**src/rtl/mlfp_pkg.sv**
```systemverilog
// Shared types and constants of the magic/length frame parser.
package mlfp_pkg;

  // Header bytes ahead of the command: magic, length low, length high
  localparam int HDR_BYTES = 3;

  // Configuration register indexes
  localparam int CFG_IDX_W = 3;
  localparam logic [CFG_IDX_W-1:0] REG_MAGIC      = 3'd0;
  localparam logic [CFG_IDX_W-1:0] REG_PONG       = 3'd1;
  localparam logic [CFG_IDX_W-1:0] REG_KEY1       = 3'd2;
  localparam logic [CFG_IDX_W-1:0] REG_KEY2       = 3'd3;
  localparam logic [CFG_IDX_W-1:0] REG_TOUCH_DOWN = 3'd4;
  localparam logic [CFG_IDX_W-1:0] REG_TOUCH_MOVE = 3'd5;
  localparam logic [CFG_IDX_W-1:0] REG_TOUCH_UP   = 3'd6;

  // Event codes on the output
  typedef enum logic [3:0] {
    EV_PONG    = 4'd0,
    EV_KEY1    = 4'd1,
    EV_KEY2    = 4'd2,
    EV_TDOWN   = 4'd3,
    EV_TMOVE   = 4'd4,
    EV_TUP     = 4'd5,
    EV_TSHORT  = 4'd6,
    EV_UNKNOWN = 4'd7,
    EV_BADLEN  = 4'd8
  } event_e;

  // Configuration registers
  typedef struct packed {
    logic [7:0] magic;
    logic [7:0] pong;
    logic [7:0] key1;
    logic [7:0] key2;
    logic [7:0] touch_down;
    logic [7:0] touch_move;
    logic [7:0] touch_up;
  } cfg_t;

  // Frame descriptor handed from front to back
  typedef struct packed {
    logic            bad;   // bad length, len holds the declared length
    logic [7:0]      cmd;
    logic [15:0]     len;   // payload length, or declared length when bad
    logic [3:0][7:0] head;  // first four payload bytes, head[0] first
  } desc_t;

endpackage

```
**src/rtl/magic_length_frame_parser.sv**
```systemverilog
// Top level of the magic-prefixed, length-prefixed frame parser.
//
//   Channel   Dir  Handshake                     Beat contents
//   s_axis    in   s_axis_tvalid_i/tready_o      one received byte
//   m_axis    out  m_axis_tvalid_o/tready_i      one frame or bad-length event
//   cfg       in   cfg_we_i                      register index, 8-bit value
//
// One byte is taken per cycle while the queue has space; the front tracks the frame.
// m_axis_tvalid_o rises after the descriptor passes the queue and the decode stage's
// output register: the edge that takes the last byte writes it into the queue, and
// a later edge, once the output register is free or being emptied, loads it there.
// s_axis stalls whenever the two-entry queue is full, i.e. once m_axis has
// held back three events (one in the output register, two queued). Reset
// restores all register defaults and returns the parser to hunting for the
// magic byte.
module magic_length_frame_parser #(
  parameter int MAX_FRAME = 256,
  parameter int TOUCH_LEN = 5
) (
  input  logic                           clk_i,
  input  logic                           rst_ni,
  input  logic                           s_axis_tvalid_i,
  output logic                           s_axis_tready_o,
  input  logic [7:0]                     s_axis_tdata_i,   // data_byte
  output logic                           m_axis_tvalid_o,
  input  logic                           m_axis_tready_i,
  // event_code[3:0], command[11:4], touch_x[27:12], touch_y[43:28],
  // payload_length[59:44], zero fill[63:60]
  output logic [63:0]                    m_axis_tdata_o,
  input  logic                           cfg_we_i,
  input  logic [mlfp_pkg::CFG_IDX_W-1:0] cfg_idx_i,
  input  logic [7:0]                     cfg_wdata_i
);

  mlfp_pkg::cfg_t   cfg_q;
  mlfp_pkg::desc_t  push_desc, pop_desc;
  logic             push, space, q_valid, pop;
  mlfp_pkg::event_e ev;
  logic [7:0]       cmd;
  logic [15:0]      x, y, len;

  // Configuration registers
  always_ff @(posedge clk_i or negedge rst_ni) begin
    if (!rst_ni) begin
      cfg_q.magic      <= 8'd170;
      cfg_q.pong       <= 8'd1;
      cfg_q.key1       <= 8'd2;
      cfg_q.key2       <= 8'd3;
      cfg_q.touch_down <= 8'd4;
      cfg_q.touch_move <= 8'd5;
      cfg_q.touch_up   <= 8'd6;
    end else if (cfg_we_i) begin
      unique case (cfg_idx_i)
        mlfp_pkg::REG_MAGIC:      cfg_q.magic      <= cfg_wdata_i;
        mlfp_pkg::REG_PONG:       cfg_q.pong       <= cfg_wdata_i;
        mlfp_pkg::REG_KEY1:       cfg_q.key1       <= cfg_wdata_i;
        mlfp_pkg::REG_KEY2:       cfg_q.key2       <= cfg_wdata_i;
        mlfp_pkg::REG_TOUCH_DOWN: cfg_q.touch_down <= cfg_wdata_i;
        mlfp_pkg::REG_TOUCH_MOVE: cfg_q.touch_move <= cfg_wdata_i;
        mlfp_pkg::REG_TOUCH_UP:   cfg_q.touch_up   <= cfg_wdata_i;
        default: ;
      endcase
    end
  end

  mlfp_front #(.MAX_FRAME(MAX_FRAME)) u_front (
    .clk_i        (clk_i),
    .rst_ni       (rst_ni),
    .byte_valid_i (s_axis_tvalid_i),
    .byte_ready_o (s_axis_tready_o),
    .byte_i       (s_axis_tdata_i),
    .magic_i      (cfg_q.magic),
    .space_i      (space),
    .push_o       (push),
    .desc_o       (push_desc)
  );

  mlfp_fifo u_fifo (
    .clk_i       (clk_i),
    .rst_ni      (rst_ni),
    .push_i      (push),
    .push_data_i (push_desc),
    .space_o     (space),
    .valid_o     (q_valid),
    .pop_i       (pop),
    .pop_data_o  (pop_desc)
  );

  mlfp_back #(.TOUCH_LEN(TOUCH_LEN)) u_back (
    .clk_i        (clk_i),
    .rst_ni       (rst_ni),
    .cfg_i        (cfg_q),
    .desc_valid_i (q_valid),
    .desc_i       (pop_desc),
    .pop_o        (pop),
    .ev_valid_o   (m_axis_tvalid_o),
    .ev_ready_i   (m_axis_tready_i),
    .ev_o         (ev),
    .cmd_o        (cmd),
    .x_o          (x),
    .y_o          (y),
    .len_o        (len)
  );

  assign m_axis_tdata_o = {4'b0000, len, y, x, cmd, ev};

endmodule

```
**src/rtl/mlfp_front.sv**
```systemverilog
// Front end: hunts for the magic byte, tracks the frame and emits descriptors.
module mlfp_front #(
  parameter int MAX_FRAME = 256
) (
  input  logic               clk_i,
  input  logic               rst_ni,
  input  logic               byte_valid_i,
  output logic               byte_ready_o,
  input  logic [7:0]         byte_i,
  input  logic [7:0]         magic_i,
  input  logic               space_i,
  output logic               push_o,
  output mlfp_pkg::desc_t    desc_o
);

  localparam int CW = $clog2(MAX_FRAME + 1);
  localparam int TW = 18;

  logic [CW-1:0]   cnt_q, cnt_d;
  logic [15:0]     len_q, len_d;
  logic [7:0]      cmd_q, cmd_d;
  logic [3:0][7:0] head_q, head_d;
  logic            fire;
  logic [15:0]     len_full;
  logic [TW-1:0]   total;
  logic [TW-1:0]   cnt_inc;

  assign byte_ready_o = space_i;
  assign fire         = byte_valid_i & space_i;
  assign len_full     = {byte_i, len_q[7:0]};
  assign total        = TW'(mlfp_pkg::HDR_BYTES) + TW'(len_q);
  assign cnt_inc      = TW'(cnt_q) + TW'(1);

  // Byte position tracking and frame completion
  always_comb begin
    cnt_d  = cnt_q;
    len_d  = len_q;
    cmd_d  = cmd_q;
    head_d = head_q;
    push_o = 1'b0;
    desc_o = '0;
    if (fire) begin
      if (cnt_q == '0) begin
        if (byte_i == magic_i) cnt_d = CW'(1);
      end else if (cnt_q == CW'(1)) begin
        len_d = {8'h00, byte_i};
        cnt_d = CW'(2);
      end else if (cnt_q == CW'(2)) begin
        len_d = len_full;
        if (len_full == '0 ||
            (TW'(len_full) + TW'(mlfp_pkg::HDR_BYTES)) > TW'(MAX_FRAME)) begin
          cnt_d       = '0;
          push_o      = 1'b1;
          desc_o.bad  = 1'b1;
          desc_o.len  = len_full;
        end else begin
          cnt_d = CW'(mlfp_pkg::HDR_BYTES);
        end
      end else begin
        if (cnt_q == CW'(mlfp_pkg::HDR_BYTES)) begin
          cmd_d = byte_i;
        end else if (cnt_q >= CW'(4) && cnt_q < CW'(8)) begin
          head_d[cnt_q[1:0]] = byte_i;
        end
        cnt_d = cnt_q + CW'(1);
        if (cnt_inc >= total) begin
          cnt_d       = '0;
          push_o      = 1'b1;
          desc_o.cmd  = cmd_d;
          desc_o.len  = len_q - 16'd1;
          desc_o.head = head_d;
        end
      end
    end
  end

  // Control state
  always_ff @(posedge clk_i or negedge rst_ni) begin
    if (!rst_ni) begin
      cnt_q <= '0;
      len_q <= '0;
      cmd_q <= '0;
    end else begin
      cnt_q <= cnt_d;
      len_q <= len_d;
      cmd_q <= cmd_d;
    end
  end

  // Payload head bytes
  always_ff @(posedge clk_i) begin
    head_q <= head_d;
  end

  // Count never passes the largest frame
  a_cnt_range: assert property (@(posedge clk_i) disable iff (!rst_ni)
    cnt_q <= CW'(MAX_FRAME - 1))
    else $error("frame byte count out of range");

  // Inside a frame body the declared length is never zero
  a_len_nonzero: assert property (@(posedge clk_i) disable iff (!rst_ni)
    (cnt_q >= CW'(mlfp_pkg::HDR_BYTES)) |-> (len_q != '0))
    else $error("frame body with zero length");

endmodule

```
**src/rtl/mlfp_fifo.sv**
```systemverilog
// Two-entry descriptor queue between front and back.
module mlfp_fifo (
  input  logic            clk_i,
  input  logic            rst_ni,
  input  logic            push_i,
  input  mlfp_pkg::desc_t push_data_i,
  output logic            space_o,
  output logic            valid_o,
  input  logic            pop_i,
  output mlfp_pkg::desc_t pop_data_o
);

  localparam int DEPTH = 2;
  localparam int PW    = $clog2(DEPTH);

  mlfp_pkg::desc_t mem_q [DEPTH];
  logic [PW-1:0]   wr_ptr_q, rd_ptr_q;
  logic [PW:0]     count_q;
  logic            do_push, do_pop;

  assign space_o    = count_q < (PW+1)'(DEPTH);
  assign valid_o    = count_q != '0;
  assign do_push    = push_i & space_o;
  assign do_pop     = pop_i & valid_o;
  assign pop_data_o = mem_q[rd_ptr_q];

  // Pointers and fill level
  always_ff @(posedge clk_i or negedge rst_ni) begin
    if (!rst_ni) begin
      wr_ptr_q <= '0;
      rd_ptr_q <= '0;
      count_q  <= '0;
    end else begin
      if (do_push) wr_ptr_q <= wr_ptr_q + PW'(1);
      if (do_pop)  rd_ptr_q <= rd_ptr_q + PW'(1);
      count_q <= count_q + (PW+1)'(do_push) - (PW+1)'(do_pop);
    end
  end

  // Storage
  always_ff @(posedge clk_i) begin
    if (do_push) mem_q[wr_ptr_q] <= push_data_i;
  end

  a_count_max: assert property (@(posedge clk_i) disable iff (!rst_ni)
    count_q <= (PW+1)'(DEPTH))
    else $error("descriptor queue overfilled");

endmodule

```
**src/rtl/mlfp_back.sv**
```systemverilog
// Back end: decodes the command of a descriptor and holds the event beat.
module mlfp_back #(
  parameter int TOUCH_LEN = 5
) (
  input  logic               clk_i,
  input  logic               rst_ni,
  input  mlfp_pkg::cfg_t     cfg_i,
  input  logic               desc_valid_i,
  input  mlfp_pkg::desc_t    desc_i,
  output logic               pop_o,
  output logic               ev_valid_o,
  input  logic               ev_ready_i,
  output mlfp_pkg::event_e   ev_o,
  output logic [7:0]         cmd_o,
  output logic [15:0]        x_o,
  output logic [15:0]        y_o,
  output logic [15:0]        len_o
);

  logic               valid_q;
  mlfp_pkg::event_e   ev_q, ev_d;
  logic [7:0]         cmd_q, cmd_d;
  logic [15:0]        x_q, x_d, y_q, y_d, len_q;
  logic               load;

  assign load  = desc_valid_i & (~valid_q | ev_ready_i);
  assign pop_o = load;

  // Command decode, first match wins
  always_comb begin
    cmd_d = desc_i.cmd;
    x_d   = '0;
    y_d   = '0;
    if (desc_i.bad) begin
      ev_d  = mlfp_pkg::EV_BADLEN;
      cmd_d = '0;
    end else if (desc_i.cmd == cfg_i.pong) begin
      ev_d = mlfp_pkg::EV_PONG;
    end else if (desc_i.cmd == cfg_i.key1) begin
      ev_d = mlfp_pkg::EV_KEY1;
    end else if (desc_i.cmd == cfg_i.key2) begin
      ev_d = mlfp_pkg::EV_KEY2;
    end else if (desc_i.cmd == cfg_i.touch_down || desc_i.cmd == cfg_i.touch_move) begin
      if (desc_i.len >= 16'(TOUCH_LEN)) begin
        ev_d = (desc_i.cmd == cfg_i.touch_down) ? mlfp_pkg::EV_TDOWN : mlfp_pkg::EV_TMOVE;
        x_d  = {desc_i.head[0], desc_i.head[1]};
        y_d  = {desc_i.head[2], desc_i.head[3]};
      end else begin
        ev_d = mlfp_pkg::EV_TSHORT;
      end
    end else if (desc_i.cmd == cfg_i.touch_up) begin
      ev_d = mlfp_pkg::EV_TUP;
    end else begin
      ev_d = mlfp_pkg::EV_UNKNOWN;
    end
  end

  // Output beat valid
  always_ff @(posedge clk_i or negedge rst_ni) begin
    if (!rst_ni) begin
      valid_q <= 1'b0;
    end else if (load) begin
      valid_q <= 1'b1;
    end else if (ev_ready_i) begin
      valid_q <= 1'b0;
    end
  end

  // Output beat payload
  always_ff @(posedge clk_i) begin
    if (load) begin
      ev_q  <= ev_d;
      cmd_q <= cmd_d;
      x_q   <= x_d;
      y_q   <= y_d;
      len_q <= desc_i.len;
    end
  end

  assign ev_valid_o = valid_q;
  assign ev_o       = ev_q;
  assign cmd_o      = cmd_q;
  assign x_o        = x_q;
  assign y_o        = y_q;
  assign len_o      = len_q;

  // Coordinates only on full touch down or move
  a_coord_zero: assert property (@(posedge clk_i) disable iff (!rst_ni)
    (valid_q && ev_q != mlfp_pkg::EV_TDOWN && ev_q != mlfp_pkg::EV_TMOVE)
      |-> (x_q == '0 && y_q == '0))
    else $error("coordinates on an event without them");

  // Bad length carries no command
  a_bad_cmd: assert property (@(posedge clk_i) disable iff (!rst_ni)
    (valid_q && ev_q == mlfp_pkg::EV_BADLEN) |-> (cmd_q == '0))
    else $error("bad length event with a command");

endmodule

```
**config.mk**
```make
export PLATFORM = sky130hd
export DESIGN_NAME = magic_length_frame_parser
export DESIGN_NICKNAME = d
export VERILOG_FILES = /design/src/rtl/mlfp_pkg.sv /design/src/rtl/magic_length_frame_parser.sv /design/src/rtl/mlfp_front.sv /design/src/rtl/mlfp_fifo.sv /design/src/rtl/mlfp_back.sv
export SDC_FILE = /design/constraint.sdc
export NUM_CORES = 1
export LEC_CHECK = 0
export ABC_AREA = 1
export BUFFER_PORTS_ARGS = -buffer_cell sky130_fd_sc_hd__buf_2
export CAP_MARGIN = 25
export CORE_MARGIN = 1
export CORE_UTILIZATION = 45
export CTS_CLUSTER_SIZE = 28
export DETAILED_ROUTE_END_ITERATION = 8
export GPL_TIMING_DRIVEN = 1
export PLACE_DENSITY = 0.69
export SYNTH_ARGS = -nofsm -noshare
export SYNTH_HDL_FRONTEND = slang
export SYNTH_HIERARCHICAL = 1
export SYNTH_SLANG_ARGS = --single-unit
```
**constraint.sdc**
```tcl
create_clock -name clk_i -period 9.8 [get_ports clk_i]
set_input_delay 1.96 -clock clk_i [delete_from_list [all_inputs] [get_ports clk_i]]
set_output_delay 1.96 -clock clk_i [all_outputs]
set_load 0.01 [all_outputs]
```
* Word level (Yosys, flattened, before mapping)
Memory sizes are Yosys's and may differ from the RTL's.
Cells that the tools add are included.
** Word-level totals
- Flip-flop bits (word level) :: 186
- Bits in writable memories :: 114
- Output and inout bits :: 66
- Word-level logic and storage cells :: 138
- Memories :: 1
** Memory list
- u_fifo.mem_q :: depth 2, width 57, read ports 1, clocked after Yosys merged registers in 0, wr ports 1, line mlfp_fifo.sv:16 : mlfp_pkg::desc_t mem_q [DEPTH];
** Cells by class
- Add/subtract/negate cells :: 9
- Magnitude comparators :: 8
- Equal/unequal tests :: 17
- Mux-type cells :: 40
- Bitwise gates (word level) :: 11
- Reduce and logical (&&, ||, !) cells :: 25
** Operator list (number)
- $mux W57 :: 3
- $mux W32 :: 3
- $mux W16 :: 4
- $eq A8 B8 Y1 :: 7
- $mux W56 :: 1
- $mux W9 :: 5
- $bwmux W32 :: 1
- $mux W8 :: 3
- $mux W4 :: 5
- $eq A9 B2 Y1 const B :: 2
- $ge A18 B18 Y1 :: 1
- $gt A18 B9 Y1 const B :: 1
- $add A16 B2 Y17 const B :: 1
- $add A2 B16 Y17 const A :: 1
- $demux W8 S2 :: 1
- $ge A16 B3 Y1 const B :: 1
- $logic_not A16 Y1 :: 1
- $reduce_and A2 Y1 :: 8
- $sub A16 B1 Y16 const B :: 1
- $mux W1 :: 11
- $add A9 B1 Y10 const B :: 1
- $add A9 B1 Y9 const B :: 1
- $eq A3 B3 Y1 const B :: 3
- $eq A9 B1 Y1 const B :: 1
- 27 further kinds :: 43

* Depth between registers and ports, before layout
Gate-level depths: netlist of the first run.
- Depth in word-level cells :: 12
- Depth in mapped cells :: 27

* Hierarchy
The synthesis of the first run kept the hierarchy.
** Modules (own cells, without submodules)
- mlfp_front :: times used 1, cells each 648, area each 4770.8 µm², sequential area each 1786.7 µm²
- mlfp_fifo :: times used 1, cells each 321, area each 4349.2 µm², sequential area each 3523.4 µm²
- mlfp_back :: times used 1, cells each 326, area each 3390.8 µm², sequential area each 1826.8 µm²
- magic_length_frame_parser :: times used 1, cells each 258, area each 2308.5 µm², sequential area each 1417.6 µm²

* Worst setup path after synthesis of the first run
No wires, ideal clock.
- Kind :: input -> register
- From :: input port s_axis_tdata_i[1]
- To :: memory u_fifo/mem_q[0][0] (netlist name), enable pin
- Arrival :: 5.565 ns
- Setup slack :: 3.763 ns
- Stages on the path :: 15
- Cells stage by stage :: buf_2 -> nand2_1 -> nor2_1 -> inv_1 -> nor2_1 -> nand3_1 -> nand2_1 -> inv_2 -> nand2_2 -> nor2_4 -> nand3_2 -> o21ai_0 -> nor2_1 -> nand2_1 -> nor2_1
** On the way
- Longest elaborated chain between the ends :: 11
- Elaborated cells between the ends (all ways) :: 12
- Those cells by class :: add/sub: 1; order compare: 1; mux: 7; bitwise: 1; reduce/logical: 2
** Ends and longest elaborated chain
- from (decl) :: line magic_length_frame_parser.sv:24 : input logic [7:0] s_axis_tdata_i,
- $add A16 B2 Y17 :: line mlfp_front.sv:51 : (TW'(len_full) + TW'(mlfp_pkg::HDR_BYTES)) > TW'(MAX_FRAME)) begin
- $gt A18 B9 Y1 :: line mlfp_front.sv:51
- $logic_or A1 B1 Y1 (*) :: line mlfp_front.sv:50 : if (len_full == '0 ||
- $mux W1 (*) :: line mlfp_front.sv:50
- $mux W1 (*) :: line mlfp_front.sv:48 : end else if (cnt_q == CW'(2)) begin
- $mux W1 (*) :: line mlfp_front.sv:45 : end else if (cnt_q == CW'(1)) begin
- $mux W1 (*) :: line mlfp_front.sv:43 : if (cnt_q == '0) begin
- $mux W1 (*) :: line mlfp_front.sv:42 : if (fire) begin
- named net push :: line magic_length_frame_parser.sv:37 : logic push, space, q_valid, pop;
- $and A1 B1 Y1 (*) :: line mlfp_fifo.sv:23 : assign do_push = push_i & space_o;
- $mux W1 (*) :: line mlfp_fifo.sv:42 : if (do_push) mem_q[wr_ptr_q] <= push_data_i;
- $mux W1 (implied by the code) (*) :: line mlfp_fifo.sv:42
- to (decl) :: line mlfp_fifo.sv:16
The timed path passes the listed nets; every way through them passes the cells marked *.

* Worst setup path in the final report of the first run
- From :: register u_front.cnt_q[0]
- To :: memory u_fifo/mem_q[1][13] (netlist name), enable pin
** On the way
- Longest elaborated chain between the ends :: 10
- Elaborated cells between the ends (all ways) :: 13
- Those cells by class :: add/sub: 1; order compare: 1; eq/ne: 2; mux: 7; bitwise: 1; reduce/logical: 1
** Ends and longest elaborated chain
- from (decl) :: line mlfp_front.sv:19 : logic [CW-1:0] cnt_q, cnt_d;
- from (signal assigned) :: line mlfp_front.sv:84 : cnt_q <= cnt_d;
- $add A9 B1 Y10 :: line mlfp_front.sv:32 : assign cnt_inc = TW'(cnt_q) + TW'(1);
- $ge A18 B18 Y1 :: line mlfp_front.sv:66 : if (cnt_inc >= total) begin
- $mux W1 :: line mlfp_front.sv:66
- $mux W1 :: line mlfp_front.sv:48
- $mux W1 :: line mlfp_front.sv:45
- $mux W1 (*) :: line mlfp_front.sv:43
- $mux W1 (*) :: line mlfp_front.sv:42
- named net push :: line magic_length_frame_parser.sv:37
- $and A1 B1 Y1 (*) :: line mlfp_fifo.sv:23
- $mux W1 (*) :: line mlfp_fifo.sv:42
- $mux W1 (implied by the code) (*) :: line mlfp_fifo.sv:42
Marks and branches as above.

==> results.py, run 1 <==
metrics = {
    "synthesis": {
        "async_flop_share_pct": 31.3,
        "synthTopCellsByArea": "edfxtp_1 (42%), dfrtp_1 (14%), nand2_1 (13%)",
        "muxShareOfSynthArea_pct": 0,
        "synthAdderAreaFrac_pct": 1.44,
        "synth_top_area_share_pct": 41.7,
        "yosysMostFrequentCell": "nand2_1",
        "ys_ff_latch": 300,
        "yosys.area.top_type": "edfxtp_1",
        "synth_top_family_by_area": "simple AND/OR/NAND/NOR gates",
        "yosys.area_share.simple_pct": 25.6,
        "synth_edf_count": 206,
        "synth_area_um2": 14800,
        "synth_warnings": 6,
        "synth_xor_area_share_pct": 3.25,
        "synth_compound_area_share_pct": 4.58,
        "synth_area_per_cell_um2": 9.54,
        "ys_types": 49,
        "ys.flop_type": "edfxtp_1",
        "synth_common_cells": "nand2_1 (530), edfxtp_1 (206), inv_1 (148)",
        "yosysSeqAreaShare_pct": 57.7,
        "netlist_instances": 1553,
    },
    "route": {
        "drt_iter0_markers": 929,
        "vias": 10448,
        "ant_nets": 0,
        "wl_per_cell_um": 15.7,
        "firstDrtPassIters": 5,
        "wl_mm": 33.0,
        "route.detailed.drc": 0,
        "vias_per_cell": 4.98,
    },
    "die": {
        "die_area_um2": 33700,
        "core_um2": 32500,
        "fp.dieH_um": 183,
        "chipWidth_um": 183,
        "num_rows": 66,
        "start_util_pct": 45.7,
        "boundaryPins": 90,
    },
    "critical_path": {
        "path_cells": "ha_1, inv_2, nor3_1, nand3_1, nor2_1, nand2_1, xor2_1, inv_1, ha_1, nand2_1, o21a_1, nand2_1, nand2_1, nand2_1, nand2_2, inv_2, o21ai_1, nor2_1, nand2_1, nor2_4, buf_4",
        "crit_required_ns": 9.92,
        "start_kind": "flop",
        "worstPathArrival_ns": 4.54,
        "crit_family": "simple AND/OR/NAND/NOR gates",
        "worst-path-buf-inv": 4,
        "slowest_delay_ns": 0.60,
        "crit_path_max_fanout": 57,
        "slowest_stage": "buf_4",
        "crit_type": "flop to flop",
        "crit_path_end_kind": "flop",
        "critPathMostFrequentCell": "nand2_1",
    },
    "power": {
        "peakVddDrop_uv": 122,
        "p_leak_nw": 7.28,
        "power_mw": 4.82,
        "p_per_area_nw_per_um2": 291,
    },
    "sta": {
        "finalCriticalPeriod_ns": 4.42,
        "skew_ns": 0.0115,
        "setup-violations-final": 0,
        "worst_pin_slew_ns": 1.08,
        "tns_ns": 0,
        "fmax_mhz": 226,
        "rsz0062_at_grt": "false",
        "period_share_pct": 45.1,
        "max_slew_margin_pct": 27.7,
        "slew_violations": 0,
        "hold_viol": 0,
    },
    "job": {
        "drv_cap": 0,
    },
    "grt": {
        "grt-ovfl-total": 0,
        "grt_pass1_vias": 10396,
        "track_usage_pct": 20.4,
        "antenna_found_initial": 1,
        "grt_max_degree": 73,
        "grt_pass1_wl_mm": 53.6,
    },
    "clock_tree": {
        "htreeDepth": 2,
        "hold_buffers": 0,
        "cts_tree": "built",
        "cts.sinks": 300,
        "cts.path.max_buffers": 3,
        "cts_buffers": 34,
        "cts_setup_buffers": 0,
        "cts_root_buf": "clkbuf_16",
        "clkLatencyLatePin_ns": 0.50,
        "post_cts_resized": 0,
        "clk_pin_slew_ns": 0.06,
    },
    "final_layout": {
        "antennaDiodeCount": 0,
        "stdcell_count": 2096,
        "fin_area_um2": 16600,
        "multi_input_area_um2": 5200,
        "syn2layout_area_growth_pct": 11.8,
        "final_util_pct": 51.0,
        "register_area_um2": 8560,
        "drive_above_1_share_pct": 16.2,
        "final_nets": 1670,
        "fill_cells": 2907,
    },
    "placed_design": {
        "dpl_cell_area_um2": 15500,
        "post-place-cells": 2034,
        "dp_hpwl_mm": 22.5,
        "gp_congestion": 0.935,
        "portBuffers": 85,
    },
    "run_status": {
        "outcome": "completed",
    },
    "min_path": {
        "hold_path_class": "flop to flop",
    },
}
==> cell type report <==
| type | instances | area share (%) |
|---|---|---|
| repair buffers | 93 | 3.07 |
| flip-flops and latches | 300 | 51.7 |
| inverters | 176 | 4.03 |
| multi-input cells | 1024 | 31.4 |
| clock inverters | 13 | 0.582 |
| clock buffers | 48 | 5.89 |
| well taps | 442 | 3.34 |
==> report_power, final <==
part,internal [mW],total [mW],switching [mW]
registers,1.77,1.93,0.159
logic,0.505,1.68,1.17
clock network,0.721,1.21,0.489
==> per-stage QoR <==
step / hold slack, ns / worst slack [ns]
6_report: 0.475 / 5.38
5_1_grt: 0.492 / 4.95
4_1_cts: 0.477 / 5.38
3_5_place_dp: 0.467 / 5.13
3_3_place_gp: 0.459 / 5.14
2_1_floorplan: 0.442 / 3.76
==> logic make-up after synthesis <==
kind of cell / count (synthesis)
compound gates: 114
xor+xnor: 55
fa+ha+maj: 17
buf+inv: 232
flops: 300
other cells: 1
simple gates: 834
==> registers in the layout, indices dropped and copies added (netlist names) <==
| register | cells |
|---|---|
| u_back/ev_valid_o | 1 |
| u_front/len_q | 16 |
| cfg_q | 56 |
| u_front/cnt_q | 9 |
| u_fifo/wr_ptr_q | 1 |
| u_back/cmd_o | 8 |
| u_back/ev_o | 4 |
| u_front/cmd_q | 8 |
| u_front/head_q | 32 |
| u_back/len_o | 16 |
| u_back/y_o | 16 |
| u_fifo/count_q | 2 |
| u_fifo/mem_q | 114 |
| u_back/x_o | 16 |
| u_fifo/rd_ptr_q | 1 |
==> worst min-delay path: stages (launching register included) <==
cell	delay [ns]
dfstp_2	0.37
nand2_1	0.06
nand2_1	0.05
==> worst paths after layout <==
kind / cells past startpoint / from / endpoint / slack (ns)
min: 2 / cfg_q[33] / cfg_q[33] / 0.48
max: 21 / u_front/cnt_q[0] / u_fifo/mem_q[1][13] / 5.38
max reg2reg: 21 / u_front/cnt_q[0] / u_fifo/mem_q[1][13] / 5.38
max in group asynchronous: 3 / rst_ni / cfg_q[25] / 7.58
min in group asynchronous: 1 / rst_ni / cfg_q[30] / 1.36
min reg2reg: 2 / cfg_q[33] / cfg_q[33] / 0.48
==> routing by layer <==
layer	track usage (%)	wire, µm	up-vias	share of wire [%]
li1	-	-	5113	-
met1	25.0	13600	4945	41
met2	35.6	16400	306	50
met3	3.15	1790	82	5.4
met4	8.40	1200	2	3.6
met5	0.296	8	-	0.024
==> placed cells by master (no fill, tap or decap), drive strengths merged, types with 9 or more instances in the layout <==
cell / count
a21oi: 21
buf: 93
clkbuf: 48
clkinv: 12
dfrtp: 81
dfstp: 13
edfxtp: 206
ha: 17
inv: 174
nand2: 547
nand3: 74
nand4: 15
nor2: 163
nor3: 13
o21ai: 75
o22ai: 13
or2: 9
xnor2: 29
xor2: 26
Note: power is estimated with default switching activity, not from simulation.
==> inputs of run 2 (changes only) <==
PLACE_DENSITY = 0.71   (was 0.69)
clock period = 3.6 ns   (was 9.8 ns; I/O delays follow)
==> results.py, run 2 (synthesis results as in run 1) <==
metrics = {
    "clock_tree": {
        "hold_buffers": 0,
        "cts.sinks": 300,
        "cts_root_buf": "clkbuf_16",
        "clk_pin_slew_ns": 0.06,
        "cts_tree": "built",
        "clkLatencyLatePin_ns": 0.58,
        "cts_buffers": 30,
        "cts.path.max_buffers": 3,
        "htreeDepth": 1,
    },
    "final_layout": {
        "drive_above_1_share_pct": 18.4,
        "syn2layout_area_growth_pct": 13.9,
        "largestRegisters": "u_fifo/mem_q x114, cfg_q x56, u_front/head_q x32",
        "final_nets": 1698,
        "final_common_cell": "nand2_1",
        "final_cell_mix": "nand2_1 (529), edfxtp_1 (206), inv_1 (147)",
        "fill_cells": 2847,
        "antennaDiodeCount": 0,
        "top_register": "u_fifo/mem_q",
        "multi_input_area_um2": 5260,
        "largest_reg_flops": 114,
        "register_area_um2": 8560,
    },
    "power": {
        "p_leak_nw": 7.45,
        "peakVddDrop_uv": 351,
        "p_per_area_nw_per_um2": 764,
    },
    "grt": {
        "grt_pass1_vias": 9831,
        "grt_max_degree": 65,
        "track_usage_pct": 19.0,
        "grt_pass1_wl_mm": 51.0,
        "grt-ovfl-total": 0,
        "antenna_found_initial": 0,
    },
    "die": {
        "num_rows": 66,
        "start_util_pct": 45.7,
        "chipWidth_um": 183,
        "die_area_um2": 33700,
        "fp.dieH_um": 183,
        "core_um2": 32500,
        "boundaryPins": 90,
    },
    "critical_path": {
        "r2r_slack_ns": 0.16,
        "path_cells": "ha_4, inv_6, nor3_4, nand3_2, nor2_1, nand2_1, xor2_2, inv_1, ha_4, nand2_1, nor2_1, nand2_1, nand2_1, nand2_1, nand2_1, nand2_2, inv_2, o21ai_1, nor2_1, nand2_2, nor2_4, buf_12, clkbuf_16",
        "crit_path_max_fanout": 10,
        "worstSetupStartpoint": "u_front/cnt_q[1]",
        "crit_required_ns": 3.86,
        "crit_type": "flop to flop",
        "slowest_stage": "dfrtp_2",
        "timing.rr.start": "u_front/cnt_q[1]",
        "slowest_delay_ns": 0.41,
        "crit_path_end_kind": "flop",
        "critPathMostFrequentCell": "nand2_1",
        "start_kind": "flop",
        "worstPathArrival_ns": 3.71,
    },
    "route": {
        "wl_per_cell_um": 15.0,
        "wl_met2_mm": 14.8,
        "ant_nets": 0,
        "highest_layer": "met4",
        "vias_per_cell": 5.00,
        "route.detailed.drc": 1,
        "wl_met3_mm": 2.25,
        "drt_iter0_markers": 941,
        "met1_length_mm": 14.1,
        "vias": 10622,
        "firstDrtPassIters": 7,
        "wl_mm": 31.9,
    },
    "run_status": {
        "outcome": "finished with violations",
        "failed_checks": "design-rule violations",
    },
    "sta": {
        "setup_slack_ns": 0.156,
        "hold_viol": 0,
        "setup-violations-final": 0,
        "max_slew_margin_pct": 35.8,
        "fmax_mhz": 290,
        "slew_violations": 0,
        "period_share_pct": 95.7,
        "skew_ns": 0.0357,
        "tns_ns": 0,
        "worst_pin_slew_ns": 0.961,
        "finalCriticalPeriod_ns": 3.44,
    },
    "placed_design": {
        "portBuffers": 85,
        "post-place-ws_ns": 0.162,
        "gp_congestion": 0.909,
        "dp_hpwl_mm": 21.6,
    },
    "min_path": {
        "hold_path_class": "primary input to async pin",
    },
    "job": {
        "drv_cap": 0,
    },
}
==> run 2: cell count changes in the layout (fill, tap and decap cells not counted), moves of 3 or more <==
cell / previous run / this run
buf_4: 8 / 29
clkinv_2: 3 / 8
dfrtp_1: 80 / 77
clkinv_1: 9 / 6
dfrtp_2: 1 / 4
buf_12: 0 / 7
==> run 2: cell type report <==
class                   count  share of cell area [%]
well taps                 442                    3.28
inverters                 176                    3.99
clock buffers              42                    5.01
clock inverters            14                   0.623
repair buffers            125                    5.19
flip-flops and latches    300                    50.7
multi-input cells        1024                    31.2
==> run 2: where the power goes <==
part / switching (mW) / total, mW / leakage [nW] / internal (mW)
registers: 0.420 / 5.24 / 3.11 / 4.82
clock network: 1.29 / 2.95 / 0.470 / 1.65
logic: 3.19 / 4.70 / 3.86 / 1.51
total: 4.91 / 12.9 / 7.45 / 7.98
==> run 2: worst paths after layout <==
check,endpoint,cells past startpoint
max reg2reg,u_fifo/mem_q[0][13],23
min in group clk_i,u_back/ev_valid_o,4
min,u_fifo/rd_ptr_q,1
max,u_fifo/mem_q[0][13],23
max in group asynchronous,cfg_q[53],2
min reg2reg,cfg_q[40],2
==> run 2: repair_timing <==
action	4_1_cts	5_1_grt
gates resized for setup	0	6
buffers inserted	0	11
endpoints found under the setup margin	0	115
==> run 2: worst max-delay path: cells and delay by family (launching register included) <==
kind            cells  cell delay [ns]
compound gates      1             0.05
simple gates       14             1.50
flops               1             0.41
fa+ha+maj           2             0.45
buf+inv             5             0.54
xor+xnor            1             0.16
==> run 2: metal layers <==
| layer | up-vias | GRT usage (%) |
|---|---|---|
| met5 | - | 0 |
| met4 | 0 | 6.10 |
| met3 | 53 | 3.15 |
| met2 | 350 | 30.5 |
| met1 | 5041 | 26.4 |
| li1 | 5178 | - |
==> run 2: stage by stage <==
stage / hold slack, ns / instance area (µm²) / util [%] / std cells / power [mW]
CTS: 0.290 / 16700 / 51.3 / 2108 / 12.9
detailed placement: 0.462 / 15700 / 48.4 / 2052 / 9.89
global placement: 0.460 / 15700 / 48.4 / 2052 / 9.76
global route: 0.339 / 16900 / 52.0 / 2123 / 13.8
floorplan: 0.424 / 14900 / - / 1556 / 8.74
finish: 0.279 / 16900 / 52.0 / 2123 / 12.9
